==> src/ccq_pkg.sv <==
package ccq_pkg;

    // queue geometry
    localparam int QUEUE_DEPTH = 8;
    localparam int IDX_W       = $clog2(QUEUE_DEPTH);
    localparam int CNT_W       = $clog2(QUEUE_DEPTH + 1);

    // field widths
    localparam int TYPE_W  = 3;
    localparam int PAY_W   = 64;
    localparam int EXT_W   = 8;
    localparam int TIME_W  = 32;
    localparam int STAT_W  = 3;
    localparam int OCNT_W  = 4;

    localparam logic [TIME_W-1:0] EXPIRY_RESET = 32'd10000;
    localparam logic [TYPE_W-1:0] TYPE_TOGGLE  = 3'd4;

    // action codes
    localparam logic ACT_ENQUEUE = 1'b0;
    localparam logic ACT_POLL    = 1'b1;

    // status codes
    localparam logic [STAT_W-1:0] ST_APPENDED  = 3'd0;
    localparam logic [STAT_W-1:0] ST_COALESCED = 3'd1;
    localparam logic [STAT_W-1:0] ST_DROPPED   = 3'd2;
    localparam logic [STAT_W-1:0] ST_DELIVERED = 3'd3;
    localparam logic [STAT_W-1:0] ST_EMPTY     = 3'd4;

    // one queued command
    typedef struct packed {
        logic [TYPE_W-1:0] cmd_type;
        logic [PAY_W-1:0]  payload;
        logic [EXT_W-1:0]  payload_ext;
        logic [TIME_W-1:0] stamp;
    } t_entry;

    localparam int ENTRY_W = $bits(t_entry);

    // one input item as held during its walk
    typedef struct packed {
        logic              action;
        logic [TYPE_W-1:0] cmd_type;
        logic [PAY_W-1:0]  payload;
        logic [EXT_W-1:0]  payload_ext;
        logic [TIME_W-1:0] now_ms;
    } t_in_item;

    // one result item
    typedef struct packed {
        logic [STAT_W-1:0] status;
        logic [TYPE_W-1:0] out_type;
        logic [PAY_W-1:0]  out_payload;
        logic [EXT_W-1:0]  out_payload_ext;
        logic [OCNT_W-1:0] expired_count;
        logic [OCNT_W-1:0] occupancy;
    } t_result;

    // clamp a count to the four-bit result fields
    function automatic logic [OCNT_W-1:0] sat4(input logic [CNT_W-1:0] v);
        logic [31:0] w;
        w = 32'(v);
        return (w > 32'd15) ? 4'd15 : w[OCNT_W-1:0];
    endfunction

endpackage

==> src/ccq_if.sv <==
interface ccq_in_if;
    import ccq_pkg::*;

    logic              valid;
    logic              ready;
    logic              action;
    logic [TYPE_W-1:0] cmd_type;
    logic [PAY_W-1:0]  payload;
    logic [EXT_W-1:0]  payload_ext;
    logic [TIME_W-1:0] now_ms;

    modport source (output valid, action, cmd_type, payload, payload_ext, now_ms,
                    input ready);
    modport sink   (input valid, action, cmd_type, payload, payload_ext, now_ms,
                    output ready);
endinterface

interface ccq_out_if;
    import ccq_pkg::*;

    logic              valid;
    logic              ready;
    logic [STAT_W-1:0] status;
    logic [TYPE_W-1:0] out_type;
    logic [PAY_W-1:0]  out_payload;
    logic [EXT_W-1:0]  out_payload_ext;
    logic [OCNT_W-1:0] expired_count;
    logic [OCNT_W-1:0] occupancy;

    modport source (output valid, status, out_type, out_payload, out_payload_ext,
                    expired_count, occupancy, input ready);
    modport sink   (input valid, status, out_type, out_payload, out_payload_ext,
                    expired_count, occupancy, output ready);
endinterface

==> src/ccq_ram.sv <==
module ccq_ram #(
    parameter int WIDTH = 8,
    parameter int DEPTH = 8
) (
    input  logic                     i_clk,
    input  logic                     i_we,
    input  logic [$clog2(DEPTH)-1:0] i_waddr,
    input  logic [WIDTH-1:0]         i_wdata,
    input  logic [$clog2(DEPTH)-1:0] i_raddr,
    output logic [WIDTH-1:0]         o_rdata
);

    logic [WIDTH-1:0] r_mem [DEPTH];
    logic [WIDTH-1:0] r_rdata;

    // write port, registered read port
    always_ff @(posedge i_clk) begin
        if (i_we) begin
            r_mem[i_waddr] <= i_wdata;
        end
        r_rdata <= r_mem[i_raddr];
    end

    assign o_rdata = r_rdata;

endmodule

==> src/coalescing_command_queue_unit.sv <==
// Sequence from input transfer to result: a poll of an empty queue goes straight to emit;
//   an append or a drop goes through the append state; each entry walked adds a read
//   state and a check state. One item is in flight at a time and the input reopens
//   once the result is registered, so the block takes no new item until it is done.
// Reset (synchronous, active low): queue empty, head and tail at slot 0, expiry limit 10000.
//   Entry memory is not cleared; only written slots are ever read.
module coalescing_command_queue_unit (
    input  logic                   i_clk,
    input  logic                   i_rst_n,
    ccq_in_if.sink                 i_in,
    ccq_out_if.source              o_out,
    input  logic                   i_cfg_we,
    input  logic [ccq_pkg::TIME_W-1:0] i_cfg_wdata
);
    import ccq_pkg::*;

    typedef enum logic [4:0] {
        S_IDLE   = 5'b00001,
        S_RD     = 5'b00010,
        S_CHK    = 5'b00100,
        S_APPEND = 5'b01000,
        S_EMIT   = 5'b10000
    } t_state;

    t_state            r_state, n_state;
    logic [IDX_W-1:0]  r_head, n_head;
    logic [IDX_W-1:0]  r_tail, n_tail;
    logic [CNT_W-1:0]  r_count, n_count;
    logic [IDX_W-1:0]  r_ptr, n_ptr;
    logic [CNT_W-1:0]  r_i, n_i;
    logic [CNT_W-1:0]  r_exp, n_exp;
    logic [TIME_W-1:0] r_limit, n_limit;
    t_in_item          r_item, n_item;
    t_result           r_pend, n_pend;
    t_result           r_out, n_out;
    logic              r_out_valid, n_out_valid;

    logic              ram_we;
    logic [IDX_W-1:0]  ram_waddr;
    t_entry            ram_wdata;
    t_entry            ram_rdata;
    logic              in_xfer;
    logic [TIME_W-1:0] age;
    logic [CNT_W-1:0]  cnt_dec;

    function automatic logic [IDX_W-1:0] next_slot(input logic [IDX_W-1:0] s);
        return (s == IDX_W'(QUEUE_DEPTH - 1)) ? '0 : s + IDX_W'(1);
    endfunction

    ccq_ram #(
        .WIDTH (ENTRY_W),
        .DEPTH (QUEUE_DEPTH)
    ) u_ram (
        .i_clk   (i_clk),
        .i_we    (ram_we),
        .i_waddr (ram_waddr),
        .i_wdata (ram_wdata),
        .i_raddr (r_ptr),
        .o_rdata (ram_rdata)
    );

    assign i_in.ready = (r_state == S_IDLE);
    assign in_xfer    = i_in.valid && i_in.ready;
    assign age        = r_item.now_ms - ram_rdata.stamp;
    assign cnt_dec    = r_count - CNT_W'(1);

    assign o_out.valid           = r_out_valid;
    assign o_out.status          = r_out.status;
    assign o_out.out_type        = r_out.out_type;
    assign o_out.out_payload     = r_out.out_payload;
    assign o_out.out_payload_ext = r_out.out_payload_ext;
    assign o_out.expired_count   = r_out.expired_count;
    assign o_out.occupancy       = r_out.occupancy;

    // sequencer: walk the queue, modify and write back
    always_comb begin
        n_state     = r_state;
        n_head      = r_head;
        n_tail      = r_tail;
        n_count     = r_count;
        n_ptr       = r_ptr;
        n_i         = r_i;
        n_exp       = r_exp;
        n_limit     = r_limit;
        n_item      = r_item;
        n_pend      = r_pend;
        n_out       = r_out;
        n_out_valid = r_out_valid;
        ram_we      = 1'b0;
        ram_waddr   = r_ptr;
        ram_wdata   = '{cmd_type: r_item.cmd_type, payload: r_item.payload,
                        payload_ext: r_item.payload_ext, stamp: r_item.now_ms};

        // drop the result once taken
        if (r_out_valid && o_out.ready) begin
            n_out_valid = 1'b0;
        end

        if (i_cfg_we) begin
            n_limit = i_cfg_wdata;
        end

        case (r_state)
            S_IDLE: begin
                if (in_xfer) begin
                    n_item = '{action: i_in.action, cmd_type: i_in.cmd_type,
                               payload: i_in.payload, payload_ext: i_in.payload_ext,
                               now_ms: i_in.now_ms};
                    n_pend = '0;
                    n_ptr  = r_head;
                    n_i    = '0;
                    n_exp  = '0;
                    if (i_in.action == ACT_POLL) begin
                        if (r_count == '0) begin
                            n_pend.status = ST_EMPTY;
                            n_state       = S_EMIT;
                        end else begin
                            n_state = S_RD;
                        end
                    end else if ((i_in.cmd_type < TYPE_TOGGLE) && (r_count != '0)) begin
                        n_state = S_RD;
                    end else begin
                        n_state = S_APPEND;
                    end
                end
            end
            S_RD: begin
                n_state = S_CHK;
            end
            S_CHK: begin
                if (r_item.action == ACT_POLL) begin
                    // pop the head, discard it if too old
                    n_head  = next_slot(r_head);
                    n_count = cnt_dec;
                    n_ptr   = next_slot(r_ptr);
                    if (age > r_limit) begin
                        n_exp = r_exp + CNT_W'(1);
                        if (cnt_dec == '0) begin
                            n_pend.status        = ST_EMPTY;
                            n_pend.expired_count = sat4(r_exp + CNT_W'(1));
                            n_state              = S_EMIT;
                        end else begin
                            n_state = S_RD;
                        end
                    end else begin
                        n_pend.status          = ST_DELIVERED;
                        n_pend.out_type        = ram_rdata.cmd_type;
                        n_pend.out_payload     = ram_rdata.payload;
                        n_pend.out_payload_ext = ram_rdata.payload_ext;
                        n_pend.expired_count   = sat4(r_exp);
                        n_state                = S_EMIT;
                    end
                end else if (ram_rdata.cmd_type == r_item.cmd_type) begin
                    // overwrite the match in place
                    ram_we        = 1'b1;
                    ram_waddr     = r_ptr;
                    n_pend.status = ST_COALESCED;
                    n_state       = S_EMIT;
                end else if ((r_i + CNT_W'(1)) == r_count) begin
                    n_state = S_APPEND;
                end else begin
                    n_i     = r_i + CNT_W'(1);
                    n_ptr   = next_slot(r_ptr);
                    n_state = S_RD;
                end
            end
            S_APPEND: begin
                if (r_count == CNT_W'(QUEUE_DEPTH)) begin
                    n_pend.status = ST_DROPPED;
                end else begin
                    ram_we        = 1'b1;
                    ram_waddr     = r_tail;
                    n_tail        = next_slot(r_tail);
                    n_count       = r_count + CNT_W'(1);
                    n_pend.status = ST_APPENDED;
                end
                n_state = S_EMIT;
            end
            S_EMIT: begin
                // hold until the output register is free
                if (!r_out_valid || o_out.ready) begin
                    n_out           = r_pend;
                    n_out.occupancy = sat4(r_count);
                    n_out_valid     = 1'b1;
                    n_state         = S_IDLE;
                end
            end
            default: begin
                n_state = S_IDLE;
            end
        endcase
    end

    // control state
    always_ff @(posedge i_clk) begin
        if (!i_rst_n) begin
            r_state     <= S_IDLE;
            r_head      <= '0;
            r_tail      <= '0;
            r_count     <= '0;
            r_ptr       <= '0;
            r_i         <= '0;
            r_exp       <= '0;
            r_limit     <= EXPIRY_RESET;
            r_out_valid <= 1'b0;
        end else begin
            r_state     <= n_state;
            r_head      <= n_head;
            r_tail      <= n_tail;
            r_count     <= n_count;
            r_ptr       <= n_ptr;
            r_i         <= n_i;
            r_exp       <= n_exp;
            r_limit     <= n_limit;
            r_out_valid <= n_out_valid;
        end
    end

    // payload
    always_ff @(posedge i_clk) begin
        r_item <= n_item;
        r_pend <= n_pend;
        r_out  <= n_out;
    end

endmodule

==> src/flat_wrapper.sv <==
// flat-port wrapper written by rule: the top's interface ports become plain ports
module coalescing_command_queue_unit_flat import ccq_pkg::*;
  (i_clk, i_rst_n, i_cfg_we, i_cfg_wdata, i_in_valid, i_in_action, i_in_cmd_type, i_in_payload, i_in_payload_ext, i_in_now_ms, i_in_ready, o_out_valid, o_out_status, o_out_out_type, o_out_out_payload, o_out_out_payload_ext, o_out_expired_count, o_out_occupancy, o_out_ready);
  ccq_in_if i_in_i ();
  ccq_out_if o_out_i ();
  input  logic i_clk;
  input  logic i_rst_n;
  input  logic i_cfg_we;
  input  logic [ccq_pkg::TIME_W-1:0] i_cfg_wdata;
  input wire logic [$bits(i_in_i.valid)-1:0] i_in_valid;
  input wire logic [$bits(i_in_i.action)-1:0] i_in_action;
  input wire logic [$bits(i_in_i.cmd_type)-1:0] i_in_cmd_type;
  input wire logic [$bits(i_in_i.payload)-1:0] i_in_payload;
  input wire logic [$bits(i_in_i.payload_ext)-1:0] i_in_payload_ext;
  input wire logic [$bits(i_in_i.now_ms)-1:0] i_in_now_ms;
  output wire logic [$bits(i_in_i.ready)-1:0] i_in_ready;
  output wire logic [$bits(o_out_i.valid)-1:0] o_out_valid;
  output wire logic [$bits(o_out_i.status)-1:0] o_out_status;
  output wire logic [$bits(o_out_i.out_type)-1:0] o_out_out_type;
  output wire logic [$bits(o_out_i.out_payload)-1:0] o_out_out_payload;
  output wire logic [$bits(o_out_i.out_payload_ext)-1:0] o_out_out_payload_ext;
  output wire logic [$bits(o_out_i.expired_count)-1:0] o_out_expired_count;
  output wire logic [$bits(o_out_i.occupancy)-1:0] o_out_occupancy;
  input wire logic [$bits(o_out_i.ready)-1:0] o_out_ready;
  assign i_in_i.valid = i_in_valid;
  assign i_in_i.action = i_in_action;
  assign i_in_i.cmd_type = i_in_cmd_type;
  assign i_in_i.payload = i_in_payload;
  assign i_in_i.payload_ext = i_in_payload_ext;
  assign i_in_i.now_ms = i_in_now_ms;
  assign i_in_ready = i_in_i.ready;
  assign o_out_valid = o_out_i.valid;
  assign o_out_status = o_out_i.status;
  assign o_out_out_type = o_out_i.out_type;
  assign o_out_out_payload = o_out_i.out_payload;
  assign o_out_out_payload_ext = o_out_i.out_payload_ext;
  assign o_out_expired_count = o_out_i.expired_count;
  assign o_out_occupancy = o_out_i.occupancy;
  assign o_out_i.ready = o_out_ready;
  coalescing_command_queue_unit u_core (.i_clk(i_clk), .i_rst_n(i_rst_n), .i_in(i_in_i), .o_out(o_out_i), .i_cfg_we(i_cfg_we), .i_cfg_wdata(i_cfg_wdata));
endmodule
==> config.mk <==
export PLATFORM = sky130hd
export DESIGN_NAME = coalescing_command_queue_unit_flat
export DESIGN_NICKNAME = d
export VERILOG_FILES = /design/src/ccq_pkg.sv /design/src/ccq_if.sv /design/src/ccq_ram.sv /design/src/coalescing_command_queue_unit.sv /design/src/flat_wrapper.sv
export SDC_FILE = /design/constraint.sdc
export NUM_CORES = 1
export LEC_CHECK = 0
export BUFFER_PORTS_ARGS = -buffer_cell sky130_fd_sc_hd__buf_2
export CAP_MARGIN = 15
export CORE_AREA = 5 5 355 357
export CTS_BUF_LIST = sky130_fd_sc_hd__clkbuf_2
export DETAILED_ROUTE_END_ITERATION = 12
export DIE_AREA = 0 0 360 362
export GPL_TIMING_DRIVEN = 0
export MAX_ROUTING_LAYER = met4
export PLACE_DENSITY = 0.58
export SLEW_MARGIN = 20
export SYNTH_ARGS = -nofsm -noshare
export SYNTH_HDL_FRONTEND = slang
export SYNTH_HIERARCHICAL = 1
export SYNTH_SLANG_ARGS = --single-unit
==> constraint.sdc <==
create_clock -name i_clk -period 15.4 [get_ports i_clk]
set_input_delay 3.08 -clock i_clk [delete_from_list [all_inputs] [get_ports i_clk]]
set_output_delay 3.08 -clock i_clk [all_outputs]
set_load 0.01 [all_outputs]
# [After elaboration in Yosys (flattened, before gate mapping)]
# Memory sizes are Yosys's and may differ from the RTL's. A register that Yosys moved wholly into a read port is not among the register bits.
# Index checks and enable logic that the tools add are counted.
# Widths: inputs -> output; s select.
[op_classes] add_sub_neg=8 magnitude_cmp=2 n_eq_ne=25 muxes=55 bitwise=1 n_reduce_logical=23
[op_table] operator="$pmux 79 s2" n=1
[op_table] operator="$mux 86" n=1
[op_table] operator="$mux 79" n=1
[op_table] operator="$mux 75" n=1
[op_table] operator="$mux 4" n=12
[op_table] operator="$mux 3" n=15
[op_table] operator="$mux 5" n=8
[op_table] operator="$gt 32x32->1" n=1
[op_table] operator="$sub 32x32->32" n=1
[op_table] operator="$pmux 5 s5" n=1
[op_table] operator="$pmux 4 s2" n=3
[op_table] operator="$reduce_and 4->1" n=5
[op_table] operator="$add 4x1->4 const B" n=3
[op_table] operator="$ne 2x2->1 const B" n=6
[op_table] operator="$reduce_and 2->1" n=5
[op_table] operator="$add 3x1->3 const B" n=3
[op_table] operator="$eq 3x3->1 const B" n=3
[op_table] operator="$pmux 3 s3" n=1
[op_table] operator="$logic_not 4->1" n=2
[op_table] operator="$mux 1" n=8
[op_table] operator="$ne 2x1->1 const B" n=3
[op_table] operator="$ne 3x2->1 const B" n=2
[op_table] operator="$pmux 3 s2" n=1
[op_table] operator="$eq 5x1->1 const B" n=1
[op_table] operator="other kinds (23)" n=26
[word_totals] ff_bits=335 ram_bits=856 input_bits=145 output_inout_bits=88 wordCells=140 mem_count=1
[mem_list] name="u_core.u_ram.r_mem" depth=8 word_bits=107 rd=1 rd_clocked_by_memory_dff=1 write_ports=1 line="ccq_ram.sv:13" source="logic [WIDTH-1:0] r_mem [DEPTH];"

# [Logic depth before layout (Yosys ltp)]
# Gate-level depths: netlist of run 1.
[logic_depth] word_depth=6 mapped_depth=22 mapped_depth_nobuf=21

# [Cells and area by module]
# The synthesis of run 1 kept the hierarchy.
[modules_own_cells] module="ccq_ram" n_inst=1 cells_each=1357 area_each_um2=34326.7 seq_area_each_um2=27846.7
[modules_own_cells] module="coalescing_command_queue_unit" n_inst=1 cells_each=1054 area_each_um2=14198.6 seq_area_each_um2=9469.1

# [Least setup slack after synthesis of run 1]
# OpenSTA, ideal clock, no wires.
[synth_path] kind="register -> register" from="register u_core.r_state[1]" to="memory u_core/u_ram/r_mem[0][0] (netlist name) (enable)" setup_time_ns=0.704 t_arrival_ns=8.780 required_ns=14.696 setup_slack_ns=5.915 path_stages_with_launch=8 n_path_buf=1 synth_period_minus_slack_ns=9.485 cell_sequence="dfxtp_1 > nor3_2 > and3b_1 > buf_2 > nand2_1 > mux2_2 > nand2b_1 > nor3_1"
[synth_between] word_cells_on_any_way=6 classes_between="eq/ne (2); mux (4)"
[synth_lines] item="from (decl)" line="coalescing_command_queue_unit.sv:25" source="t_state r_state, n_state;"
[synth_lines] item="from (signal assigned)" line="coalescing_command_queue_unit.sv:207" source="r_state <= n_state;"
[synth_lines] item="$eq 5x4->1" line="coalescing_command_queue_unit.sv:103" source="case (r_state)"
[synth_lines] item="$mux 3"
[synth_lines] item="net u_core.ram_waddr[2]" line="coalescing_command_queue_unit.sv:39" source="logic [IDX_W-1:0] ram_waddr;"
[synth_lines] item="to (decl)" line="ccq_ram.sv:13"
# The timed path passes the listed nets, and every way through them passes these cells.

# [Final worst setup path of run 1]
[layout_path] from="register u_core.r_state[2]" to="output port i_in_ready"
[layout_between] elab_chain_len=1
[layout_rtl] item="$eq 5x1->1" line="coalescing_command_queue_unit.sv:62" source="assign i_in.ready = (r_state == S_IDLE);"
[layout_rtl] item="to (decl)" line="flat_wrapper.sv:16" source="output wire logic [$bits(i_in_i.ready)-1:0] i_in_ready;"
# Every way passes these cells.

==> results.py, run 1 <==
metrics = {
    "sta": {
        "min_period_ns": 5.96,
        "finalHoldViolCount": 0,
        "fmax_ghz": 0.168,
        "fin_crit_sh_pct": 38.7,
        "skew_ns": 0.143,
        "tightestPinTransition_ns": 1.15,
        "final-setup-viol-count": 0,
        "slew_headroom_pct": 23.2,
        "grt_setup_unrepaired": "no",
        "layout_setup_ws_ns": 9.44,
        "slew_viol_final": 0,
    },
    "worst_setup_path": {
        "r2r-end": "u_core/r_pend[66]",
        "end_kind": "output pin",
        "crit_type": "flip-flop to output pin",
        "r2r-start": "u_core/r_item[1]",
        "r2r_cells": 20,
        "crit_start": "u_core/r_state[2]",
        "worst_ep_required_time_ns": 12.32,
        "crit_path_end": "i_in_ready",
        "cp-start-kind": "flip-flop",
        "reg2reg_slack_ns": 9.69,
        "crit_chain": "or2_2 -> nor2_1 -> nand2_1 -> inv_1 -> buf_2",
        "critPathSlowestCell": "dfxtp_1",
        "path_max_fanout": 6,
        "worstPathArrival_ns": 2.88,
        "cp_slowest_stage_delay_ns": 0.38,
    },
    "yosys": {
        "synth_top_family_by_area": "multiplexers",
        "ys_warn_count": 6,
        "synth.top_cell.area_share_pct": 70.1,
        "synth_compound_area_share_pct": 2.29,
        "netlist_instances": 2411,
        "ys_seq_area_share_pct": 76.9,
        "ys.flop_type": "edfxtp_1",
        "synth_edf_count": 1132,
        "synth-seq-cells": 1298,
        "synth_xor_area_share_pct": 0.701,
        "avgSynthCellArea_sq_um": 20.1,
        "netlist_top_cells_area": "edfxtp_1 70%, mux4_2 9.9%, dfxtp_1 6.8%, mux2_2 2.6%, ha_1 1.9%",
        "synthMuxAreaShare_pct": 13.2,
        "async_reset_ff_share_pct": 0,
        "synthAdderAreaFrac_pct": 1.95,
        "syn-cell-area_sq_mm": 0.0485,
        "synth_cell_types": 77,
        "synth_top_cell_by_area": "edfxtp_1",
        "syn_nets": 2631,
        "synth-simple-area-share_pct": 3.33,
    },
    "pwr": {
        "pwr_density_cell_mw_per_mm2": 120,
        "peakVddDrop_mv": 0.0755,
        "power_mw": 6.74,
        "p_leak_nw": 19.8,
    },
    "clock_tree": {
        "cts_resized": 0,
        "postCtsSetupRepairBufs": 0,
        "clock-sinks": 1298,
        "clock_latency_ns": 1.58,
        "path_clk_slew_ns": 0.11,
        "cts_buffers": 338,
        "clockBufferDepth": 4,
        "cts_tree": "yes",
        "cts_hold_buf": 0,
        "htree_levels": 5,
        "ctsRootBufferMaster": "clkbuf_2",
    },
    "final_layout": {
        "design_area_sq_mm": 0.0563,
        "fill_cells": 10700,
        "register_area_sq_mm": 0.0373,
        "final_common_cell": "edfxtp_1",
        "multi_input_area_sq_mm": 0.0105,
        "final_cells": 4971,
        "fin_nets": 3289,
        "area_growth_pct": 16.0,
        "layout_common_cells": "1132 x edfxtp_1, 496 x clkbuf_2, 256 x buf_2, 214 x mux4_2, 166 x dfxtp_1",
        "drive_above_1_share_pct": 37.3,
    },
    "floorplan": {
        "die_w_microns": 360,
        "die_area_sq_mm": 0.130,
        "die_y_microns": 362,
        "design.portCount": 233,
        "rows": 129,
        "core_area_sq_mm": 0.123,
        "initial_utilization_pct": 39.6,
    },
    "drt": {
        "drt_first_pass_iters": 5,
        "drt-total-wl_microns": 111000,
        "vias": 24600,
        "ant_nets": 0,
        "wl_per_cell_microns": 22.3,
        "drt_iter0_markers": 1477,
        "drc_errors": 0,
        "vias_per_cell": 4.95,
    },
    "placed_design": {
        "dp.cells": 4366,
        "placed_cell_area_sq_mm": 0.0534,
        "gp_congestion": 0.811,
        "port_buffers": 231,
        "dp_slack_ns": 9.76,
        "hpwl_microns": 72300,
    },
    "global_routing": {
        "grt_max_degree": 52,
        "grt.total_usage_pct": 17.5,
        "grt_pass1_vias": 26800,
        "grt_overflow": 0,
        "antenna_found_initial": 8,
        "grt_pass1_wl_microns": 165000,
    },
    "outcome": {
        "outcome": "completed",
    },
    "flow_run": {
        "maxCapViolCount": 0,
    },
    "worst_hold_path": {
        "hp-class": "flip-flop to flip-flop",
    },
}
-- synth_stat cells (5+ instances only) --
library cell,n
buf_2,25
nor3_1,12
o21ai_0,22
inv_1,79
nand2b_1,9
a21o_1,23
nand4_1,7
ha_1,74
edfxtp_1,1132
nand3b_1,6
buf_6,18
nand3_1,14
mux2_2,111
nor4_1,5
a31oi_1,5
mux2i_1,32
o211ai_1,8
mux4_2,214
xor2_1,18
xnor2_1,19
clkbuf_1,32
and3_1,7
and2_1,77
a211oi_1,9
nor2_1,88
o21ai_1,7
o21a_1,7
buf_1,10
dfxtp_1,166
a21oi_1,53
nand2_1,53
-- area by class of cell --
cell class                 instances  share of cell area [%]
clock buffer                     494                    4.39
multi-input combinational        946                    18.6
tap                             1637                    3.64
timing repair buffer             318                    4.82
sequential                      1298                    66.3
antenna                            4                  0.0178
buffer                            87                   0.907
inverter                          80                   0.533
clock inverter                   107                   0.802
-- through the flow --
step | hold WS (ns) | util [%] | setup TNS, ns
finish | 0.410 | 45.9 | 0
global route | 0.400 | 45.9 | 0
CTS | 0.402 | 45.9 | 0
detailed placement | 0.405 | 43.5 | 0
global placement | 0.408 | 42.2 | -733.46
floorplan | 0.400 | - | 0
-- where the power goes --
group	leakage (nW)	total, mW	internal, mW	switching, mW
Clock	2.28	2.21	0.875	1.33
Combinational	5.80	0.516	0.242	0.274
Sequential	11.7	4.02	3.94	0.0738
-- cell families after synthesis --
logic type,count (synthesis)
mux,357
compound gates,169
xor+xnor,38
flops,1298
buf+inv,167
simple gates,307
fa+ha+maj,75
-- how the worst min path moves through the flow --
stage | start | endpoint | cells after the start | slack [ns]
after CTS | u_core/r_pend[66] | u_core/o_out.out_payload[50] | 0 | 0.40
final | u_core/r_pend[66] | u_core/o_out.out_payload[50] | 0 | 0.41
after global placement | u_core/r_pend[50] | u_core/o_out.out_payload[34] | 0 | 0.41
after floorplan | u_core/r_pend[4] | u_core/o_out.expired_count[0] | 0 | 0.40
after global routing | u_core/r_pend[66] | u_core/o_out.out_payload[50] | 0 | 0.40
after detailed placement | u_core/r_pend[49] | u_core/o_out.out_payload[33] | 0 | 0.40
-- state kept, by name, indices dropped and copies added, names as in the netlist, 4 cells and up --
register and count:
u_core/r_state 5, u_core/o_out.expired_count 4, u_core/r_exp 4, u_core/r_limit 32
u_core/r_count 4, u_core/o_out.out_payload 64, u_core/r_pend 82, u_core/r_item 108
u_core/u_ram/r_mem 856, u_core/u_ram/o_rdata 107, u_core/o_out.out_payload_ext 8, u_core/o_out.occupancy 4
u_core/r_i 4
-- metal layers --
metal | track usage [%] | vias to the layer above | routed length, microns
li1 | - | 11100 | -
met3 | 4.51 | 146 | 6540
met5 | - | - | 0
met4 | 5.47 | 0 | 2110
met2 | 28.5 | 736 | 55700
met1 | 21.7 | 12600 | 46300
-- worst max-delay path: cells and delay by family, from the launching register on --
kind | cells | cell delay, ns
AND/OR/NAND/NOR | 3 | 0.63
buffers and inverters | 2 | 0.30
flip-flops | 1 | 0.38
No activity file was read; power rests on OpenSTA's default activity.
==> inputs of run 2 (changes only) <==
clock period = 6.2 ns   (was 15.4 ns; I/O delays follow)
==> results.py, run 2 (synthesis gave the netlist of run 1 again) <==
metrics = {
    "worst_hold_path": {
        "hp-class": "flip-flop to flip-flop",
    },
    "worst_setup_path": {
        "crit_type": "flip-flop to flip-flop",
        "worst_ep_required_time_ns": 7.38,
        "cp-start-kind": "flip-flop",
        "end_kind": "flip-flop",
        "path_max_fanout": 17,
        "worstPathArrival_ns": 6.89,
    },
    "final_layout": {
        "area_growth_pct": 19.4,
        "layout_common_cells": "1132 x edfxtp_1, 491 x clkbuf_2, 256 x buf_2, 214 x mux4_2, 166 x dfxtp_1",
        "drive_above_1_share_pct": 35.7,
        "design_area_sq_mm": 0.0579,
        "fin_nets": 3424,
        "largest_reg_flops": 856,
        "final_common_cell": "edfxtp_1",
        "utilization_pct": 47.2,
        "regMostFlops": "u_core/u_ram/r_mem",
    },
    "global_routing": {
        "met1_usage_pct": 22.0,
        "grt_pass1_wl_microns": 166000,
        "grt.total_usage_pct": 17.6,
        "use_met3_pct": 4.32,
        "grt_max_degree": 36,
        "grt_overflow": 0,
        "antenna_found_initial": 8,
        "met2_usage_pct": 28.5,
        "grt_pass1_vias": 27200,
        "top_usage_layer": "met2",
    },
    "drt": {
        "wl_per_cell_microns": 22.0,
        "drt-total-wl_microns": 112000,
        "drc_errors": 0,
        "vias_per_cell": 4.93,
        "drt_first_pass_iters": 5,
        "ant_nets": 0,
        "vias": 25200,
        "drt_iter0_markers": 1612,
    },
    "floorplan": {
        "initial_utilization_pct": 39.6,
        "die_area_sq_mm": 0.130,
        "design.portCount": 233,
        "core_area_sq_mm": 0.123,
        "die_y_microns": 362,
        "die_w_microns": 360,
        "rows": 129,
    },
    "sta": {
        "layout_setup_ws_ns": 0.490,
        "slew_headroom_pct": 29.5,
        "slew_viol_final": 0,
        "finalHoldViolCount": 0,
        "final-setup-viol-count": 0,
        "tightestPinTransition_ns": 1.06,
        "skew_ns": 0.102,
        "grt_setup_unrepaired": "no",
        "fin_crit_sh_pct": 92.1,
        "min_period_ns": 5.71,
        "fmax_ghz": 0.175,
    },
    "flow_run": {
        "maxCapViolCount": 0,
    },
    "pwr": {
        "pwr_density_cell_mw_per_mm2": 294,
        "peakVddDrop_mv": 0.172,
        "power_frac_seq_pct": 58.6,
        "switching_share_pct": 24.9,
        "p_sw_mw": 4.23,
        "p_comb_share_pct": 8.0,
        "clkPwrFrac_pct": 33.4,
        "p_leak_nw": 20.4,
        "intPower_mw": 12.8,
    },
    "placed_design": {
        "placed_cell_area_sq_mm": 0.0534,
        "hpwl_microns": 73200,
        "port_buffers": 231,
        "gp_congestion": 0.842,
        "dp_slack_ns": 0.558,
    },
    "outcome": {
        "outcome": "completed",
    },
    "clock_tree": {
        "clock-sinks": 1298,
        "cts_tree": "yes",
        "htree_levels": 5,
        "ctsRootBufferMaster": "clkbuf_2",
        "cts_buffers": 340,
        "postCtsSetupRepairBufs": 0,
        "clockBufferDepth": 4,
        "clock_latency_ns": 1.54,
        "path_clk_slew_ns": 0.10,
    },
}
## run 2: changes by cell type in the layout (fill, tap and decap cells not counted), sizes merged
cell / before / now
clkbuf: 526 / 521
clkinvlp: 1 / 0
diode: 4 / 3
buf: 373 / 362
inv: 83 / 85
bufinv: 1 / 5
dlygate4sd3: 0 / 144
clkinv: 102 / 107
## run 2: per-stage QoR
stage | hold slack (ns) | power [mW] | TNS, ns | instances
2_1_floorplan | 0.400 | 11.0 | -181.30 | 2411
3_3_place_gp | 0.407 | 11.4 | -4359.39 | 4279
3_5_place_dp | 0.405 | 11.5 | 0 | 4355
4_1_cts | 0.0303 | 17.3 | 0 | 5105
5_1_grt | 0.159 | 18.0 | 0 | 5107
6_report | 0.412 | 17.0 | 0 | 5108
## run 2: area by class of cell
cell class | instances | area, sq um
antenna | 3 | 7.51
buffer | 87 | 510
clock buffer | 489 | 2450
clock inverter | 117 | 599
fill | 10500 | 64700
inverter | 80 | 300
multi-input combinational | 946 | 10500
sequential | 1298 | 37300
tap | 1637 | 2050
timing repair buffer | 451 | 4200
## run 2: final timing paths
path                     startpoint                        to  slack, ns  cells after the start
setup / recovery   u_core/r_item[0]         u_core/r_pend[23]       0.49                     24
hold / removal    u_core/r_pend[81]  u_core/o_out.out_type[1]       0.41                      0
setup reg to reg   u_core/r_item[0]         u_core/r_pend[23]       0.49                     24
hold reg to reg   u_core/r_pend[81]  u_core/o_out.out_type[1]       0.41                      0
## run 2: critical path, stage by stage (launching register included)
cell and delay (ns):
edfxtp_1 0.50, inv_1 0.11, ha_1 0.19, inv_1 0.06
fa_1 0.40, a21oi_1 0.19, o21ai_0 0.14, nand2_1 0.13
a21o_1 0.21, a21oi_1 0.15, a211o_1 0.29, a21oi_1 0.20
xnor2_1 0.15, ha_1 0.25, nand4_1 0.15, and4bb_4 0.28
a221oi_2 0.44, o31ai_2 0.16, o211ai_2 0.21, nand2_2 0.12
nand2b_1 0.20, a21boi_4 0.21, buf_16 0.19, buf_16 0.17
buf_16 0.17
## run 2: power by group through the flow
| stage | Combinational [mW] | Sequential (mW) | Clock, mW |
|---|---|---|---|
| 6_report | 1.36 | 9.97 | 5.69 |
| 2_1_floorplan | 0.882 | 10.1 | 0 |
| 4_1_cts | 1.38 | 9.98 | 5.97 |
| 5_1_grt | 1.48 | 10.0 | 6.47 |
| 3_5_place_dp | 1.31 | 10.2 | 0 |
| 3_3_place_gp | 1.22 | 10.2 | 0 |
## run 2: what timing repair did
| action | 4_1_cts | 5_1_grt |
|---|---|---|
| hold endpoints to repair | 157 | 0 |
| endpoints found under the setup margin | 0 | 0 |
| hold buffers | 144 | 0 |
| gates resized for setup | 0 | 0 |
## run 2: routing by layer
layer / vias to the layer above / wire, microns
met4: 0 / 2590
met5: - / 0
met1: 12800 / 47600
li1: 11400 / -
met3: 161 / 6460
met2: 812 / 55400
